File: src/rtl/core/assert_macros.svh
// ----------------------------------------------------------------------------
// assert_macros.svh
// shared concurrent assertion macros for the title sanitiser core
// ----------------------------------------------------------------------------
`ifndef ASSERT_MACROS_SVH
`define ASSERT_MACROS_SVH

// property must hold on every rising clock edge outside reset
`define ASSERT_CLK(label, clk, rstn, prop, msg) \
    label: assert property (@(posedge clk) disable iff (!(rstn)) (prop)) \
        else $error(msg);

// antecedent implies consequent on the same edge, outside reset
`define ASSERT_IMP(label, clk, rstn, ante, cons, msg) \
    label: assert property (@(posedge clk) disable iff (!(rstn)) (ante) |-> (cons)) \
        else $error(msg);

`endif

File: src/rtl/core/utcs_pkg.sv
// ----------------------------------------------------------------------------
// utcs_pkg
// types, constants and the codepoint remap table of the title sanitiser
// ----------------------------------------------------------------------------
package utcs_pkg;

    localparam int unsigned BYTE_W = 8;
    localparam int unsigned CP_W   = 21;
    localparam int unsigned LEN_W  = 16;
    localparam int unsigned MAP_N  = 3;   // most bytes one codepoint maps to
    localparam int unsigned BND_N  = 4;   // most results one request causes

    localparam logic [LEN_W-1:0] CAPACITY_RST = 16'd256;
    localparam logic [LEN_W:0]   CAP_MARGIN   = 17'd4;

    // codepoints with a special mapping, and the bounds of the passed-through ranges
    localparam logic [CP_W-1:0] CP_LSQUO  = 21'h02018;
    localparam logic [CP_W-1:0] CP_RSQUO  = 21'h02019;
    localparam logic [CP_W-1:0] CP_LDQUO  = 21'h0201C;
    localparam logic [CP_W-1:0] CP_RDQUO  = 21'h0201D;
    localparam logic [CP_W-1:0] CP_ENDASH = 21'h02013;
    localparam logic [CP_W-1:0] CP_EMDASH = 21'h02014;
    localparam logic [CP_W-1:0] CP_MINUS  = 21'h02212;
    localparam logic [CP_W-1:0] CP_ELLIP  = 21'h02026;
    localparam logic [CP_W-1:0] CP_BULLET = 21'h02022;
    localparam logic [CP_W-1:0] CP_RARROW = 21'h02192;
    localparam logic [CP_W-1:0] CP_LARROW = 21'h02190;
    localparam logic [CP_W-1:0] CP_COPY   = 21'h000A9;
    localparam logic [CP_W-1:0] CP_REG    = 21'h000AE;
    localparam logic [CP_W-1:0] CP_ASCII_LO = 21'h00020;
    localparam logic [CP_W-1:0] CP_ASCII_HI = 21'h0007E;
    localparam logic [CP_W-1:0] CP_LAT_LO   = 21'h000A0;
    localparam logic [CP_W-1:0] CP_LAT_HI   = 21'h000FE;

    // output characters
    localparam logic [BYTE_W-1:0] CH_SPACE = 8'h20;
    localparam logic [BYTE_W-1:0] CH_APOS  = 8'h27;
    localparam logic [BYTE_W-1:0] CH_QUOTE = 8'h22;
    localparam logic [BYTE_W-1:0] CH_DASH  = 8'h2D;
    localparam logic [BYTE_W-1:0] CH_DOT   = 8'h2E;
    localparam logic [BYTE_W-1:0] CH_STAR  = 8'h2A;
    localparam logic [BYTE_W-1:0] CH_GT    = 8'h3E;
    localparam logic [BYTE_W-1:0] CH_LT    = 8'h3C;

    typedef struct packed {
        logic [1:0]                    n;
        logic [MAP_N-1:0][BYTE_W-1:0]  b;
    } cp_map_t;

    typedef struct packed {
        logic    fin;    // end of title
        cp_map_t map;
    } dec_t;

    typedef struct packed {
        logic                          fin;
        logic [2:0]                    cnt;
        logic [BND_N-1:0][BYTE_W-1:0]  b;
        logic [LEN_W-1:0]              len;
    } bundle_t;

    function automatic cp_map_t remap(input logic [CP_W-1:0] cp);
        cp_map_t m;
        m = '0;
        if (cp >= CP_ASCII_LO && cp <= CP_ASCII_HI) begin
            m.n    = 2'd1;
            m.b[0] = cp[BYTE_W-1:0];
        end else if (cp >= CP_LAT_LO && cp <= CP_LAT_HI) begin
            if (cp != CP_COPY && cp != CP_REG) begin
                m.n    = 2'd1;
                m.b[0] = cp[BYTE_W-1:0];
            end
        end else begin
            case (cp) inside
                CP_LSQUO, CP_RSQUO: begin
                    m.n = 2'd1; m.b[0] = CH_APOS;
                end
                CP_LDQUO, CP_RDQUO: begin
                    m.n = 2'd1; m.b[0] = CH_QUOTE;
                end
                CP_ENDASH, CP_EMDASH, CP_MINUS: begin
                    m.n = 2'd1; m.b[0] = CH_DASH;
                end
                CP_ELLIP: begin
                    m.n = 2'd3; m.b = {CH_DOT, CH_DOT, CH_DOT};
                end
                CP_BULLET: begin
                    m.n = 2'd1; m.b[0] = CH_STAR;
                end
                CP_RARROW: begin
                    m.n = 2'd1; m.b[0] = CH_GT;
                end
                CP_LARROW: begin
                    m.n = 2'd1; m.b[0] = CH_LT;
                end
                default: m = '0;
            endcase
        end
        return m;
    endfunction

endpackage

File: src/rtl/core/utf8_to_cp1252_title_sanitizer.sv
// the first result of a request is registered and on m_tdata in the cycle after it is accepted
// throughput: one request per cycle while each causes at most one result and m_tready is high
// a request causing k results holds the result register until all k are taken (k up to 4)
// ready is low while the result register holds a group whose last beat is not taken
// reset (aresetn low, synchronous) clears title state and sets capacity to 256
// ----------------------------------------------------------------------------
// utf8_to_cp1252_title_sanitizer
// utf-8 title to cp1252 transcoder with space trimming and length report
// ----------------------------------------------------------------------------
module utf8_to_cp1252_title_sanitizer (
    input  logic          aclk,
    input  logic          aresetn,
    input  logic          cfg_valid,
    output logic          cfg_ready,
    input  logic [15:0]   cfg_data,     // output_capacity
    input  logic          s_tvalid,
    output logic          s_tready,
    input  logic [7:0]    s_tdata,      // [7:0] in_byte
    input  logic [0:0]    s_tuser,      // [0] string_end
    output logic          m_tvalid,
    input  logic          m_tready,
    output logic [23:0]   m_tdata,      // [7:0] out_byte, [23:8] title_length
    output logic [0:0]    m_tuser,      // [0] title_done
    output logic          m_tlast       // last_of_run
);

    utcs_pkg::dec_t    dec;
    utcs_pkg::bundle_t bnd;
    logic              take;
    logic              load;
    logic              free;

    assign cfg_ready = 1'b1;
    assign s_tready  = free;
    assign take      = s_tvalid && free;

    utcs_decode u_decode (
        .aclk      (aclk),
        .aresetn   (aresetn),
        .cfg_valid (cfg_valid),
        .cfg_data  (cfg_data),
        .take      (take),
        .in_byte   (s_tdata),
        .in_end    (s_tuser[0]),
        .dec       (dec)
    );

    utcs_trim u_trim (
        .aclk    (aclk),
        .aresetn (aresetn),
        .take    (take),
        .dec     (dec),
        .bnd     (bnd),
        .load    (load)
    );

    utcs_out u_out (
        .aclk     (aclk),
        .aresetn  (aresetn),
        .load     (load),
        .bnd      (bnd),
        .free     (free),
        .m_tvalid (m_tvalid),
        .m_tready (m_tready),
        .m_tdata  (m_tdata),
        .m_tuser  (m_tuser),
        .m_tlast  (m_tlast)
    );

endmodule

File: src/rtl/core/utcs_decode.sv
// ----------------------------------------------------------------------------
// utcs_decode
// utf-8 sequence decoder, capacity limit and codepoint remap
// ----------------------------------------------------------------------------
`include "assert_macros.svh"

module utcs_decode (
    input  logic                          aclk,
    input  logic                          aresetn,
    input  logic                          cfg_valid,
    input  logic [utcs_pkg::LEN_W-1:0]    cfg_data,
    input  logic                          take,
    input  logic [utcs_pkg::BYTE_W-1:0]   in_byte,
    input  logic                          in_end,
    output utcs_pkg::dec_t                dec
);

    logic [utcs_pkg::LEN_W-1:0] cap_reg;
    logic [1:0]                 need_reg,  need_next;
    logic [utcs_pkg::CP_W-1:0]  acc_reg,   acc_next;
    logic [utcs_pkg::LEN_W-1:0] pre_reg,   pre_next;
    logic                       full_reg,  full_next;

    logic                       emit;
    logic [utcs_pkg::CP_W-1:0]  cp_sel;
    logic [utcs_pkg::CP_W-1:0]  acc_shift;
    logic                       is_cont;

    assign is_cont   = (in_byte[7:6] == 2'b10);
    assign acc_shift = {acc_reg[utcs_pkg::CP_W-7:0], in_byte[5:0]};

    always_comb begin
        need_next = need_reg;
        acc_next  = acc_reg;
        full_next = full_reg;
        emit      = 1'b0;
        cp_sel    = {{(utcs_pkg::CP_W-utcs_pkg::BYTE_W){1'b0}}, in_byte};
        dec       = '0;

        if (in_end) begin
            dec.fin   = 1'b1;
            need_next = '0;
            acc_next  = '0;
            full_next = 1'b0;
        end else if (!full_reg) begin
            if (need_reg != 2'd0 && is_cont) begin
                acc_next  = acc_shift;
                need_next = need_reg - 2'd1;
                cp_sel    = acc_shift;
                emit      = (need_reg == 2'd1);
            end else begin
                // lead byte; a broken sequence restarts with this byte as a lead byte
                if (need_reg != 2'd0) begin
                    need_next = '0;
                    acc_next  = '0;
                end
                if (({1'b0, pre_reg} + utcs_pkg::CAP_MARGIN) >= {1'b0, cap_reg}) begin
                    full_next = 1'b1;
                end else if (!in_byte[7]) begin
                    emit = 1'b1;
                end else if (in_byte[7:5] == 3'b110) begin
                    acc_next  = {16'd0, in_byte[4:0]};
                    need_next = 2'd1;
                end else if (in_byte[7:4] == 4'b1110) begin
                    acc_next  = {17'd0, in_byte[3:0]};
                    need_next = 2'd2;
                end else if (in_byte[7:3] == 5'b11110) begin
                    acc_next  = {18'd0, in_byte[2:0]};
                    need_next = 2'd3;
                end
            end
        end

        if (emit) begin
            dec.map = utcs_pkg::remap(cp_sel);
        end
        pre_next = in_end ? '0 : pre_reg + {14'd0, dec.map.n};
    end

    always_ff @(posedge aclk) begin
        if (!aresetn) begin
            cap_reg  <= utcs_pkg::CAPACITY_RST;
            need_reg <= '0;
            acc_reg  <= '0;
            pre_reg  <= '0;
            full_reg <= 1'b0;
        end else begin
            if (cfg_valid) begin
                cap_reg <= cfg_data;
            end
            if (take) begin
                need_reg <= need_next;
                acc_reg  <= acc_next;
                pre_reg  <= pre_next;
                full_reg <= full_next;
            end
        end
    end

    // decoding only stops between sequences
    `ASSERT_IMP(a_full_no_partial, aclk, aresetn, full_reg, need_reg == 2'd0,
        "capacity stop with a partial sequence pending")

endmodule

File: src/rtl/core/utcs_trim.sv
// ----------------------------------------------------------------------------
// utcs_trim
// space trimming and collapsing, title length count
// ----------------------------------------------------------------------------
module utcs_trim (
    input  logic                aclk,
    input  logic                aresetn,
    input  logic                take,
    input  utcs_pkg::dec_t      dec,
    output utcs_pkg::bundle_t   bnd,
    output logic                load
);

    logic                       seen_reg,  seen_next;
    logic                       space_reg, space_next;
    logic [utcs_pkg::LEN_W-1:0] emit_reg,  emit_next;
    logic                       space_only;

    assign space_only = (dec.map.n == 2'd1) && (dec.map.b[0] == utcs_pkg::CH_SPACE);

    always_comb begin
        seen_next  = seen_reg;
        space_next = space_reg;
        emit_next  = emit_reg;
        bnd        = '0;

        if (dec.fin) begin
            bnd.fin    = 1'b1;
            bnd.cnt    = 3'd1;
            bnd.len    = emit_reg;
            seen_next  = 1'b0;
            space_next = 1'b0;
            emit_next  = '0;
        end else if (space_only) begin
            // hold the space until a non-space follows
            if (seen_reg) begin
                space_next = 1'b1;
            end
        end else if (dec.map.n != 2'd0) begin
            if (space_reg) begin
                bnd.b   = {dec.map.b, utcs_pkg::CH_SPACE};
                bnd.cnt = {1'b0, dec.map.n} + 3'd1;
            end else begin
                bnd.b   = {utcs_pkg::BYTE_W'(0), dec.map.b};
                bnd.cnt = {1'b0, dec.map.n};
            end
            emit_next  = emit_reg + {13'd0, bnd.cnt};
            seen_next  = 1'b1;
            space_next = 1'b0;
        end
    end

    assign load = take && (bnd.cnt != 3'd0);

    always_ff @(posedge aclk) begin
        if (!aresetn) begin
            seen_reg  <= 1'b0;
            space_reg <= 1'b0;
            emit_reg  <= '0;
        end else if (take) begin
            seen_reg  <= seen_next;
            space_reg <= space_next;
            emit_reg  <= emit_next;
        end
    end

endmodule

File: src/rtl/core/utcs_out.sv
// ----------------------------------------------------------------------------
// utcs_out
// result register, serialises up to four bytes per request
// ----------------------------------------------------------------------------
`include "assert_macros.svh"

module utcs_out (
    input  logic                aclk,
    input  logic                aresetn,
    input  logic                load,
    input  utcs_pkg::bundle_t   bnd,
    output logic                free,
    output logic                m_tvalid,
    input  logic                m_tready,
    output logic [23:0]         m_tdata,
    output logic [0:0]          m_tuser,
    output logic                m_tlast
);

    logic              valid_reg;
    utcs_pkg::bundle_t bnd_reg;
    logic [1:0]        idx_reg;
    logic              last_beat;
    logic [2:0]        last_idx;

    assign last_idx  = bnd_reg.cnt - 3'd1;
    assign last_beat = (idx_reg == last_idx[1:0]);
    assign free      = !valid_reg || (m_tready && last_beat);

    assign m_tvalid  = valid_reg;
    assign m_tdata   = {bnd_reg.len, bnd_reg.b[idx_reg]};
    assign m_tuser   = bnd_reg.fin;
    assign m_tlast   = last_beat;

    always_ff @(posedge aclk) begin
        if (!aresetn) begin
            valid_reg <= 1'b0;
            idx_reg   <= '0;
        end else if (load) begin
            valid_reg <= 1'b1;
            idx_reg   <= '0;
        end else if (valid_reg && m_tready) begin
            if (last_beat) begin
                valid_reg <= 1'b0;
            end else begin
                idx_reg <= idx_reg + 2'd1;
            end
        end
    end

    always_ff @(posedge aclk) begin
        if (load) begin
            bnd_reg <= bnd;
        end
    end

    `ASSERT_IMP(a_done_shape, aclk, aresetn, valid_reg && bnd_reg.fin,
        m_tlast && (m_tdata[7:0] == 8'd0), "end result not a lone zero byte")
    `ASSERT_IMP(a_idx_range, aclk, aresetn, valid_reg,
        ({1'b0, idx_reg} < bnd_reg.cnt) && (bnd_reg.cnt != 3'd0), "beat index past count")
    `ASSERT_IMP(a_len_zero, aclk, aresetn, valid_reg && !bnd_reg.fin,
        m_tdata[23:8] == 16'd0, "length set on a byte result")

endmodule
File: config.mk
export PLATFORM = sky130hd
export DESIGN_NAME = utf8_to_cp1252_title_sanitizer
export DESIGN_NICKNAME = d
export VERILOG_FILES = /design/src/rtl/core/utcs_pkg.sv /design/src/rtl/core/utf8_to_cp1252_title_sanitizer.sv /design/src/rtl/core/utcs_decode.sv /design/src/rtl/core/utcs_trim.sv /design/src/rtl/core/utcs_out.sv
export VERILOG_INCLUDE_DIRS = /design/src /design/src/rtl/core
export SDC_FILE = /design/constraint.sdc
export NUM_CORES = 1
export LEC_CHECK = 0
export BUFFER_PORTS_ARGS = -buffer_cell sky130_fd_sc_hd__buf_2
export CORE_ASPECT_RATIO = 0.75
export CORE_MARGIN = 1.5
export CORE_UTILIZATION = 62
export DETAILED_ROUTE_END_ITERATION = 10
export PLACE_DENSITY = 0.83
export REMOVE_ABC_BUFFERS = 1
export SYNTH_ARGS = -nofsm -noshare
export SYNTH_HDL_FRONTEND = slang
export SYNTH_SLANG_ARGS = --single-unit
File: constraint.sdc
create_clock -name aclk -period 13.2 [get_ports aclk]
set_clock_uncertainty 0.05 [all_clocks]
set_input_delay 2.64 -clock aclk [delete_from_list [all_inputs] [get_ports aclk]]
set_output_delay 2.64 -clock aclk [all_outputs]
set_load 0.05 [all_outputs]
==> results.yml, run 1 <==
status:
  status: "finished, final reports clean"
detailed_routing:
  route.detailed.drc: 0
  wl_per_cell_um: 15.4
  drt-total-wl_um: 12900
  vias: 4935
  postRouteAntennaNets: 0
  drtPass1Iterations: 5
  drt-initial-drc-count: 512
  vias_per_cell: 5.88
finish:
  fillerInstances: 787
  diodes: 0
  final_cells: 840
  nets: 762
  drive_gt1_frac: 0.130
  largest_reg_flops: 20
  area_delta_synth_final_pct: 8.25
timing:
  period_needed_ns: 7.38
  finalCritPeriodShare: 0.559
  setup-violations-final: 0
  rsz0062_at_grt: "no"
  finalSetupTns_ns: 0
  worst_pin_slew_ns: 1.21
  slew_violations: 0
  relSlewSlack: 0.193
  fmax_mhz: 136
  timing.final.hold_violations: 0
power_and_ir_drop:
  p_int_mw: 0.505
  swShare: 0.261
  pwr_density_cell_nw_per_um2: 103
  p_leak_nw: 2.77
  ir_worst_vdd_mv: 0.113
  power_frac_clock: 0.369
  comb_power_share: 0.110
  totalPowerFinal_mw: 0.683
  p_switching_mw: 0.178
  p_seq_frac: 0.521
clock_tree:
  postCtsResizedCells: 0
  cts_tree: "yes"
  clk_latency_ns: 0.35
  ctsHoldBuffers: 0
  cts-buffers-inserted: 9
  path_clk_slew_ns: 0.07
  cts-root-buf: "clkbuf_16"
  cts_setup_buffers: 0
  cts_max_level: 3
  cts_sinks: 108
  clockBufferDepth: 2
critical_path:
  end_kind: "register"
  critPathMaxStageDelay_ns: 0.58
  crit_chain: "buf_2 -> or4b_1 -> or3b_4 -> nor4_2 -> o21bai_1 -> o21bai_1 -> nand2_1 -> inv_1 -> ha_1 -> nand2b_1 -> nand2_1 -> fa_1 -> a21o_1 -> nand4_1 -> or2_2 -> or3_1 -> nor3_1 -> or4b_1 -> a21oi_1"
  path_max_fanout: 29
  worst-endpoint-arrival_ns: 7.59
  r2r_cells: 23
  worst_setup_path_start_kind: "primary input"
  slowest_stage: "or4b_1"
  worstPathRequired_ns: 13.41
  timing.reg2reg.setup_slack_ns: 6.53
  crit_type: "primary input to register"
floorplanning:
  rows: 31
  start_util: 0.636
  dieArea_um2: 10500
  coreArea_um2: 9620
  ios: 59
  fp.dieW_um: 118
  die_h_um: 89.0
synth:
  yosys-top-cells-area: "dfxtp_1 (23%), edfxtp_1 (18%), nor2_1 (5.6%)"
  synth_compound_area_frac: 0.143
  ys_warn_count: 0
  synth_area_per_cell_um2: 9.02
  synth_top_family_by_area: "simple AND/OR/NAND/NOR gates"
  yosys.cell_types.count: 71
  synth_top_area_frac: 0.232
  syn_inst: 678
  synth_fa_ha_area_frac: 0.0618
  syn-cell-area_um2: 6110
  synth_edf_count: 37
  synth_seq_area_share: 0.414
  async_flop_share: 0
  synthMuxAreaShare: 0.0395
  synth_top_cell_by_area: "dfxtp_1"
  synth-simple-area-share: 0.240
  synthFlopType: "dfxtp_1"
  synth_xor_xnor_area_share: 0.0401
  ys_seq_elements: 108
place:
  gp_congestion: 0.884
  placed_cells: 824
  hpwl_um: 9410
  port_buffers: 57
min_path:
  hold-path-cell-count: 2
  hold_path.class: "register to register"
global_routing:
  grt.busiest_layer: "met2"
  grt_pass1_wl_um: 21500
  grt_util_met2: 0.410
  grt_remaining_overflow: 0
  grt_use_met3: 0.0606
  grt_max_degree: 38
  grt.total_usage: 0.254
  grtUsageMet1: 0.351
  antenna_found_initial: 0
  grt_pass1_vias: 4485
run:
  cap_viol_max_count: 0
## synthesized netlist by cell type (6+ instances only)
cell type / number
a21oi_1: 23
a221o_1: 9
a22oi_1: 15
and2_1: 18
and3_1: 21
buf_4: 17
clkbuf_1: 21
dfxtp_1: 71
edfxtp_1: 37
ha_1: 27
inv_1: 33
mux2i_1: 23
nand2_1: 53
nand2b_1: 8
nand3_1: 22
nand4_1: 8
nor2_1: 92
nor3_1: 14
nor4_1: 8
o21a_1: 8
o21ai_0: 18
or2_2: 6
or3_1: 10
xnor2_1: 7
xor2_1: 21
## worst paths after layout
kind                                                       start                                to
worst max-delay path                                     s_tuser  u_trim.emit_reg[14]$_SDFFE_PN0P_
worst min-delay path                u_trim.seen_reg$_SDFFE_PN0P_      u_trim.seen_reg$_SDFFE_PN0P_
worst max register to register  u_decode.pre_reg[3]$_SDFFE_PN0P_  u_trim.emit_reg[14]$_SDFFE_PN0P_
worst min register to register      u_trim.seen_reg$_SDFFE_PN0P_      u_trim.seen_reg$_SDFFE_PN0P_
## placed cells by master, fill, tap and decap left out, types with 8 or more instances in the layout
cell       Yosys  layout
xor2_1        21      21
or3_1         10      10
inv_1         33      33
a221o_1        9       9
and3_1        21      21
nand4_1        8       8
nor2_1        92      91
nand3_1       22      22
edfxtp_1      37      37
a22oi_1       15      15
nor3_1        14      14
a21oi_1       23      23
nand2_1       53      53
o21a_1         8       8
mux2i_1       23      23
o21ai_0       18      18
nand2b_1       8       8
ha_1          27      27
nor4_1         8       8
buf_2          2      57
clkbuf_16      0       9
dfxtp_1       71      71
and2_1        18      18
## layer usage
| layer | up-vias | routed length [um] |
|---|---|---|
| met5 | - | 0 |
| met4 | 0 | 163 |
| met3 | 19 | 860 |
| met2 | 177 | 5630 |
| met1 | 2275 | 6270 |
| li1 | 2464 | - |
## logic make-up (layout without fill, tap and decap cells)
logic type / Yosys count / after routing
multiplexers: 24 / 24
AND/OR/NAND/NOR: 289 / 289
AO/OA/AOI/OAI: 121 / 121
other: 1 / 1
XOR/XNOR: 28 / 28
buffers and inverters: 78 / 108
flip-flops: 108 / 108
adder cells (fa/ha/maj): 29 / 29
## area by class of cell
cell class / instances / area, um2 / share of cell area
multi-input combinational: 492 / 3220 / 0.486
clock inverter: 6 / 52.6 / 0.00794
clock buffer: 10 / 229 / 0.0346
sequential: 108 / 2530 / 0.383
timing repair buffer: 59 / 300 / 0.0454
tap: 132 / 165 / 0.0250
inverter: 33 / 124 / 0.0187
## critical path, delay by kind of cell
kind	cells	cell delay (ns)
AND/OR/NAND/NOR	11	3.42
adder cells (fa/ha/maj)	2	0.47
buffers and inverters	2	0.39
AO/OA/AOI/OAI	4	0.65
## power by group through the flow
stage | logic (mW) | clock network [mW] | registers (mW)
after floorplan | 0.0430 | 0 | 0.369
after global placement | 0.0723 | 0 | 0.363
after detailed placement | 0.0746 | 0 | 0.363
after CTS | 0.0750 | 0.255 | 0.356
after global routing | 0.0827 | 0.270 | 0.357
final | 0.0754 | 0.252 | 0.356
## stage by stage
stage	hold WS [ns]	worst slack, ns	utilization	cell area, um2
floorplan	0.386	5.86	-	5860
global placement	0.398	5.69	0.659	6340
detailed placement	0.408	5.50	0.659	6340
CTS	0.427	5.84	0.688	6620
global route	0.471	5.42	0.688	6620
finish	0.427	5.82	0.688	6620
Note: power is estimated with default switching activity, not from simulation.
==> run 2, diff against run 1 <==
--- a/config.mk
+++ b/config.mk
@@ -6,12 +6,13 @@
 export SDC_FILE = /design/constraint.sdc
 export NUM_CORES = 1
 export LEC_CHECK = 0
+export ABC_AREA = 1
 export BUFFER_PORTS_ARGS = -buffer_cell sky130_fd_sc_hd__buf_2
 export CORE_ASPECT_RATIO = 0.75
 export CORE_MARGIN = 1.5
-export CORE_UTILIZATION = 62
+export CORE_UTILIZATION = 55
 export DETAILED_ROUTE_END_ITERATION = 10
-export PLACE_DENSITY = 0.83
+export PLACE_DENSITY = 0.77
 export REMOVE_ABC_BUFFERS = 1
 export SYNTH_ARGS = -nofsm -noshare
 export SYNTH_HDL_FRONTEND = slang
==> constraint.sdc (replaced) <==
create_clock -name aclk -period 6.74 [get_ports aclk]
set_clock_uncertainty 0.05 [all_clocks]
set_input_delay 1.348 -clock aclk [delete_from_list [all_inputs] [get_ports aclk]]
set_output_delay 1.348 -clock aclk [all_outputs]
set_load 0.05 [all_outputs]
==> results.yml, run 2 <==
clock_tree:
  clk_latency_ns: 0.36
  cts-buffers-inserted: 9
  cts-root-buf: "clkbuf_16"
  cts_sinks: 108
  ctsHoldBuffers: 0
  cts_setup_buffers: 0
  postCtsResizedCells: 0
  path_clk_slew_ns: 0.07
  cts_tree: "yes"
  cts_max_level: 3
  clockBufferDepth: 2
timing:
  timing.final.hold_violations: 0
  rsz0062_at_grt: "no"
  setup-violations-final: 0
  worst_pin_slew_ns: 1.15
  slew_violations: 0
  fin_ws_ns: 0.725
  finalSetupTns_ns: 0
  finalCritPeriodShare: 0.892
  fmax_mhz: 166
  relSlewSlack: 0.230
  period_needed_ns: 6.02
finish:
  layout_commonest_cell: "nand2_1"
  most-common-layout-cells: "nand2_1 (189), inv_1 (130), nor2_1 (103)"
  largest_reg_flops: 20
  multiInputGateArea_um2: 3530
  fin_util: 0.605
  diodes: 0
  nets: 1026
  drive_gt1_frac: 0.140
  regArea_um2: 2530
  area_delta_synth_final_pct: 7.84
  fillerInstances: 1096
  final_cells: 1138
critical_path:
  critPathMaxStageDelay_ns: 0.44
  cp_common_cell: "inv_1"
  end_kind: "register"
  path_max_fanout: 12
  worstPathRequired_ns: 6.98
  worst-endpoint-arrival_ns: 6.26
  crit_type: "register to register"
  slowest_stage: "dfxtp_1"
  worst_setup_path_start_kind: "register"
detailed_routing:
  postRouteAntennaNets: 0
  drt-initial-drc-count: 544
  route.met2.wl_um: 6820
  vias: 6124
  vias_per_cell: 5.38
  highest_layer: "met4"
  drt-total-wl_um: 15400
  route.detailed.drc: 0
  wl_met3_um: 816
  drtPass1Iterations: 5
  wl_met1_um: 7620
  wl_per_cell_um: 13.5
min_path:
  hold_path.class: "register to register"
synth:
  ys_seq_elements: 108
  synth_top_cell_by_area: "dfxtp_1"
  async_flop_share: 0
  synth_edf_count: 37
  synth_area_per_cell_um2: 7.27
  yosys.cell_types.count: 52
  yosys-top-cells-area: "dfxtp_1 (21%), edfxtp_1 (16%), nand2_1 (10%)"
  synthFlopType: "dfxtp_1"
  synth_top_area_frac: 0.207
  syn-cell-area_um2: 6850
  synth_common_cells: "nand2_1 (189), inv_1 (130), nor2_1 (103)"
  ys_warn_count: 0
  syn_inst: 942
  synth_seq_area_share: 0.370
  yosysMostFrequentCell: "nand2_1"
run:
  cap_viol_max_count: 0
floorplanning:
  coreArea_um2: 12200
  ios: 59
  rows: 35
  fp.dieW_um: 132
  start_util: 0.561
  die_h_um: 99.7
  dieArea_um2: 13100
global_routing:
  grt.total_usage: 0.240
  grt_pass1_vias: 5398
  antenna_found_initial: 0
  grt_max_degree: 38
  grt_pass1_wl_um: 25700
  grt_remaining_overflow: 0
power_and_ir_drop:
  totalPowerFinal_mw: 1.40
  p_leak_nw: 3.29
  ir_worst_vdd_mv: 0.141
  pwr_density_cell_nw_per_um2: 190
place:
  hpwl_um: 11500
  gp_congestion: 0.995
  placed_cells: 1122
  pre_cts_ws_ns: 0.732
  port_buffers: 57
status:
  status: "finished, final reports clean"
==> run 2: final timing paths <==
| check | slack (ns) | start | depth (start not counted) | endpoint |
|---|---|---|---|---|
| max | 0.72 | u_decode.pre_reg[7]$_SDFFE_PN0P_ | 35 | u_trim.emit_reg[15]$_SDFFE_PN0P_ |
| min | 0.42 | u_decode.acc_reg[14]$_SDFFE_PN0P_ | 2 | u_decode.acc_reg[14]$_SDFFE_PN0P_ |
| max reg2reg | 0.72 | u_decode.pre_reg[7]$_SDFFE_PN0P_ | 35 | u_trim.emit_reg[15]$_SDFFE_PN0P_ |
| min reg2reg | 0.42 | u_decode.acc_reg[14]$_SDFFE_PN0P_ | 2 | u_decode.acc_reg[14]$_SDFFE_PN0P_ |
==> run 2: power breakdown <==
group          internal, mW  total (mW)  leakage, nW  switching [mW]
combinational        0.0410       0.161         2.20           0.120
clock                 0.294       0.550        0.147           0.256
sequential            0.688       0.694        0.944         0.00568
total                  1.02        1.40         3.29           0.382
==> run 2: cell type report <==
| cell class | count | share of cell area |
|---|---|---|
| clock inverter | 7 | 0.0110 |
| inverter | 136 | 0.0691 |
| tap | 166 | 0.0281 |
| sequential | 108 | 0.343 |
| timing repair buffer | 59 | 0.0407 |
| clock buffer | 9 | 0.0305 |
| multi-input combinational | 653 | 0.478 |
==> run 2: logic make-up (layout without fill, tap and decap cells) <==
kind of cell	after synthesis	after routing	synth area share
adder cells (fa/ha/maj)	29	29	0.0552
other	1	1	0.000547
AO/OA/AOI/OAI	173	173	0.146
AND/OR/NAND/NOR	435	435	0.294
buffers and inverters	181	211	0.115
flip-flops	108	108	0.370
XOR/XNOR	15	15	0.0192
==> run 2: critical path: cells and delay by family, from the launching register on <==
kind                     cells  cell delay, ns
adder cells (fa/ha/maj)      3            0.82
AO/OA/AOI/OAI                5            0.60
AND/OR/NAND/NOR             18            3.15
XOR/XNOR                     2            0.32
buffers and inverters        7            0.56
flip-flops                   1            0.44
==> run 2: per-layer routing <==
| metal | global-route usage | up-vias |
|---|---|---|
| li1 | - | 3136 |
| met1 | 0.341 | 2813 |
| met2 | 0.381 | 165 |
| met3 | 0.0454 | 10 |
| met4 | 0.0521 | 0 |
| met5 | 0 | - |
==> run 2: stage by stage <==
stage	cell area (um2)	hold WS [ns]
after floorplan	6570	0.385
after global placement	7080	0.398
after detailed placement	7080	0.410
after CTS	7390	0.421
after global routing	7390	0.436
final	7390	0.420
==> run 3, diff against run 2 <==
--- a/config.mk
+++ b/config.mk
@@ -6,13 +6,11 @@
 export SDC_FILE = /design/constraint.sdc
 export NUM_CORES = 1
 export LEC_CHECK = 0
-export ABC_AREA = 1
 export BUFFER_PORTS_ARGS = -buffer_cell sky130_fd_sc_hd__buf_2
 export CORE_ASPECT_RATIO = 0.75
 export CORE_MARGIN = 1.5
-export CORE_UTILIZATION = 55
+export CORE_UTILIZATION = 25
 export DETAILED_ROUTE_END_ITERATION = 10
-export PLACE_DENSITY = 0.77
 export REMOVE_ABC_BUFFERS = 1
 export SYNTH_ARGS = -nofsm -noshare
 export SYNTH_HDL_FRONTEND = slang
==> results.yml, run 3 (synthesis results as in run 1) <==
clock_tree:
  cts-root-buf: "clkbuf_16"
  path_clk_slew_ns: 0.08
  ctsHoldBuffers: 0
  cts-buffers-inserted: 9
  clockBufferDepth: 2
  cts_tree: "yes"
  cts_max_level: 3
  clk_latency_ns: 0.36
  cts_sinks: 108
min_path:
  hold_path.class: "register to register"
  hold-path-cell-count: 2
critical_path:
  critPathMaxStageDelay_ns: 0.47
  crit_buf_inv: 0
  path_max_fanout: 9
  worstSetupPathDepth: 23
  worstPathRequired_ns: 6.96
  r2r_cells: 23
  worst_setup_path_start_kind: "register"
  worst-endpoint-arrival_ns: 6.48
  end_kind: "register"
  crit_type: "register to register"
  slowest_stage: "or4b_1"
  cp_common_cell: "ha_1"
  crit_chain: "ha_1 -> and3_1 -> nand3_1 -> nor2_1 -> xor2_1 -> ha_1 -> a211o_1 -> o211ai_1 -> a31oi_1 -> or3_1 -> o31ai_4 -> nand3_1 -> ha_1 -> nand2b_1 -> nand2_1 -> fa_1 -> a21o_1 -> nand4_1 -> or2_2 -> or3_1 -> nor3_1 -> or4b_1 -> a21oi_1"
  crit_family: "simple AND/OR/NAND/NOR gates"
timing:
  finalCritPeriodShare: 0.928
  relSlewSlack: 0.190
  fin_ws_ns: 0.485
  setup-violations-final: 0
  slew_violations: 0
  fmax_mhz: 160
  worst_pin_slew_ns: 1.21
  period_needed_ns: 6.26
  rsz0062_at_grt: "no"
  finalSetupTns_ns: 0
  timing.final.hold_violations: 0
detailed_routing:
  vias: 4883
  highest_layer: "met4"
  drtPass1Iterations: 5
  drt-total-wl_um: 15000
  drt-initial-drc-count: 276
  route.detailed.drc: 0
  wl_met3_um: 625
  vias_per_cell: 4.69
  wl_met1_um: 8060
  route.met2.wl_um: 6190
  postRouteAntennaNets: 0
  wl_per_cell_um: 14.4
power_and_ir_drop:
  comb_power_share: 0.111
  p_seq_frac: 0.500
  pwr_density_cell_nw_per_um2: 201
  power_frac_clock: 0.389
  ir_worst_vdd_mv: 0.130
  p_int_mw: 0.998
  p_switching_mw: 0.394
  swShare: 0.283
  p_leak_nw: 2.80
global_routing:
  grt_pass1_wl_um: 24300
  grt_max_degree: 38
  grt_remaining_overflow: 0
  antenna_found_initial: 0
  grt.total_usage: 0.120
  grt_pass1_vias: 4506
finish:
  drive_gt1_frac: 0.139
  nets: 765
  most-common-layout-cells: "nor2_1 (91), dfxtp_1 (71), buf_2 (57)"
  layout_commonest_cell: "nor2_1"
  largest_reg_flops: 20
  diodes: 0
  area_delta_synth_final_pct: 13.2
place:
  gp_congestion: 0.905
  pre_cts_ws_ns: 0.330
  hpwl_um: 11000
  port_buffers: 57
floorplanning:
  fp.dieW_um: 184
  start_util: 0.255
  ios: 59
  die_h_um: 138
  dieArea_um2: 25400
  coreArea_um2: 24000
  rows: 49
run:
  cap_viol_max_count: 0
status:
  status: "finished, final reports clean"
==> run 3: cell type report <==
class | instances | area (um2)
inverter | 33 | 124
timing repair buffer | 62 | 323
multi-input combinational | 492 | 3230
clock inverter | 7 | 76.3
sequential | 108 | 2530
tap | 331 | 414
clock buffer | 9 | 225
fill | 2541 | 17000
==> run 3: tightest hold or removal path: cells and delay by family, from the launching register on <==
family,cells,cell delay (ns)
flops,1,0.33
compound gates,1,0.05
simple gates,1,0.07
==> run 3: through the flow <==
step	instance area (um2)	total power, mW	std cells	hold WS (ns)	util
final	6920	1.39	1042	0.433	0.289
after global routing	6920	1.45	1042	0.472	0.289
after detailed placement	6610	0.864	1026	0.409	0.276
after CTS	6910	1.40	1042	0.432	0.288
after floorplan	5860	0.807	633	0.386	-
after global placement	6610	0.863	1026	0.403	0.276
==> run 3: power by group through the flow <==
stage / clock (mW) / combinational (mW) / sequential (mW)
after floorplan: 0 / 0.0841 / 0.722
after global placement: 0 / 0.153 / 0.711
after global routing: 0.582 / 0.169 / 0.698
after detailed placement: 0 / 0.153 / 0.711
final: 0.542 / 0.154 / 0.696
after CTS: 0.553 / 0.154 / 0.696
==> run 3: layer usage <==
| metal | GRT usage | vias up |
|---|---|---|
| li1 | - | 2467 |
| met4 | 0.0250 | 0 |
| met2 | 0.172 | 117 |
| met1 | 0.183 | 2283 |
| met3 | 0.0237 | 16 |
| met5 | 0 | - |
==> run 3: repair_timing <==
action                                  in CTS  in global routing
setup buffers                                0                  0
endpoints found under the setup margin       0                  2
resized for setup                            0                  1
==> run 3: worst paths after layout <==
| kind | from | to | slack [ns] |
|---|---|---|---|
| worst min-delay path | u_trim.seen_reg$_SDFFE_PN0P_ | u_trim.seen_reg$_SDFFE_PN0P_ | 0.43 |
| worst max register to register | u_decode.pre_reg[2]$_SDFFE_PN0P_ | u_trim.emit_reg[14]$_SDFFE_PN0P_ | 0.48 |
| worst max-delay path | u_decode.pre_reg[2]$_SDFFE_PN0P_ | u_trim.emit_reg[14]$_SDFFE_PN0P_ | 0.48 |
| worst min register to register | u_trim.seen_reg$_SDFFE_PN0P_ | u_trim.seen_reg$_SDFFE_PN0P_ | 0.43 |
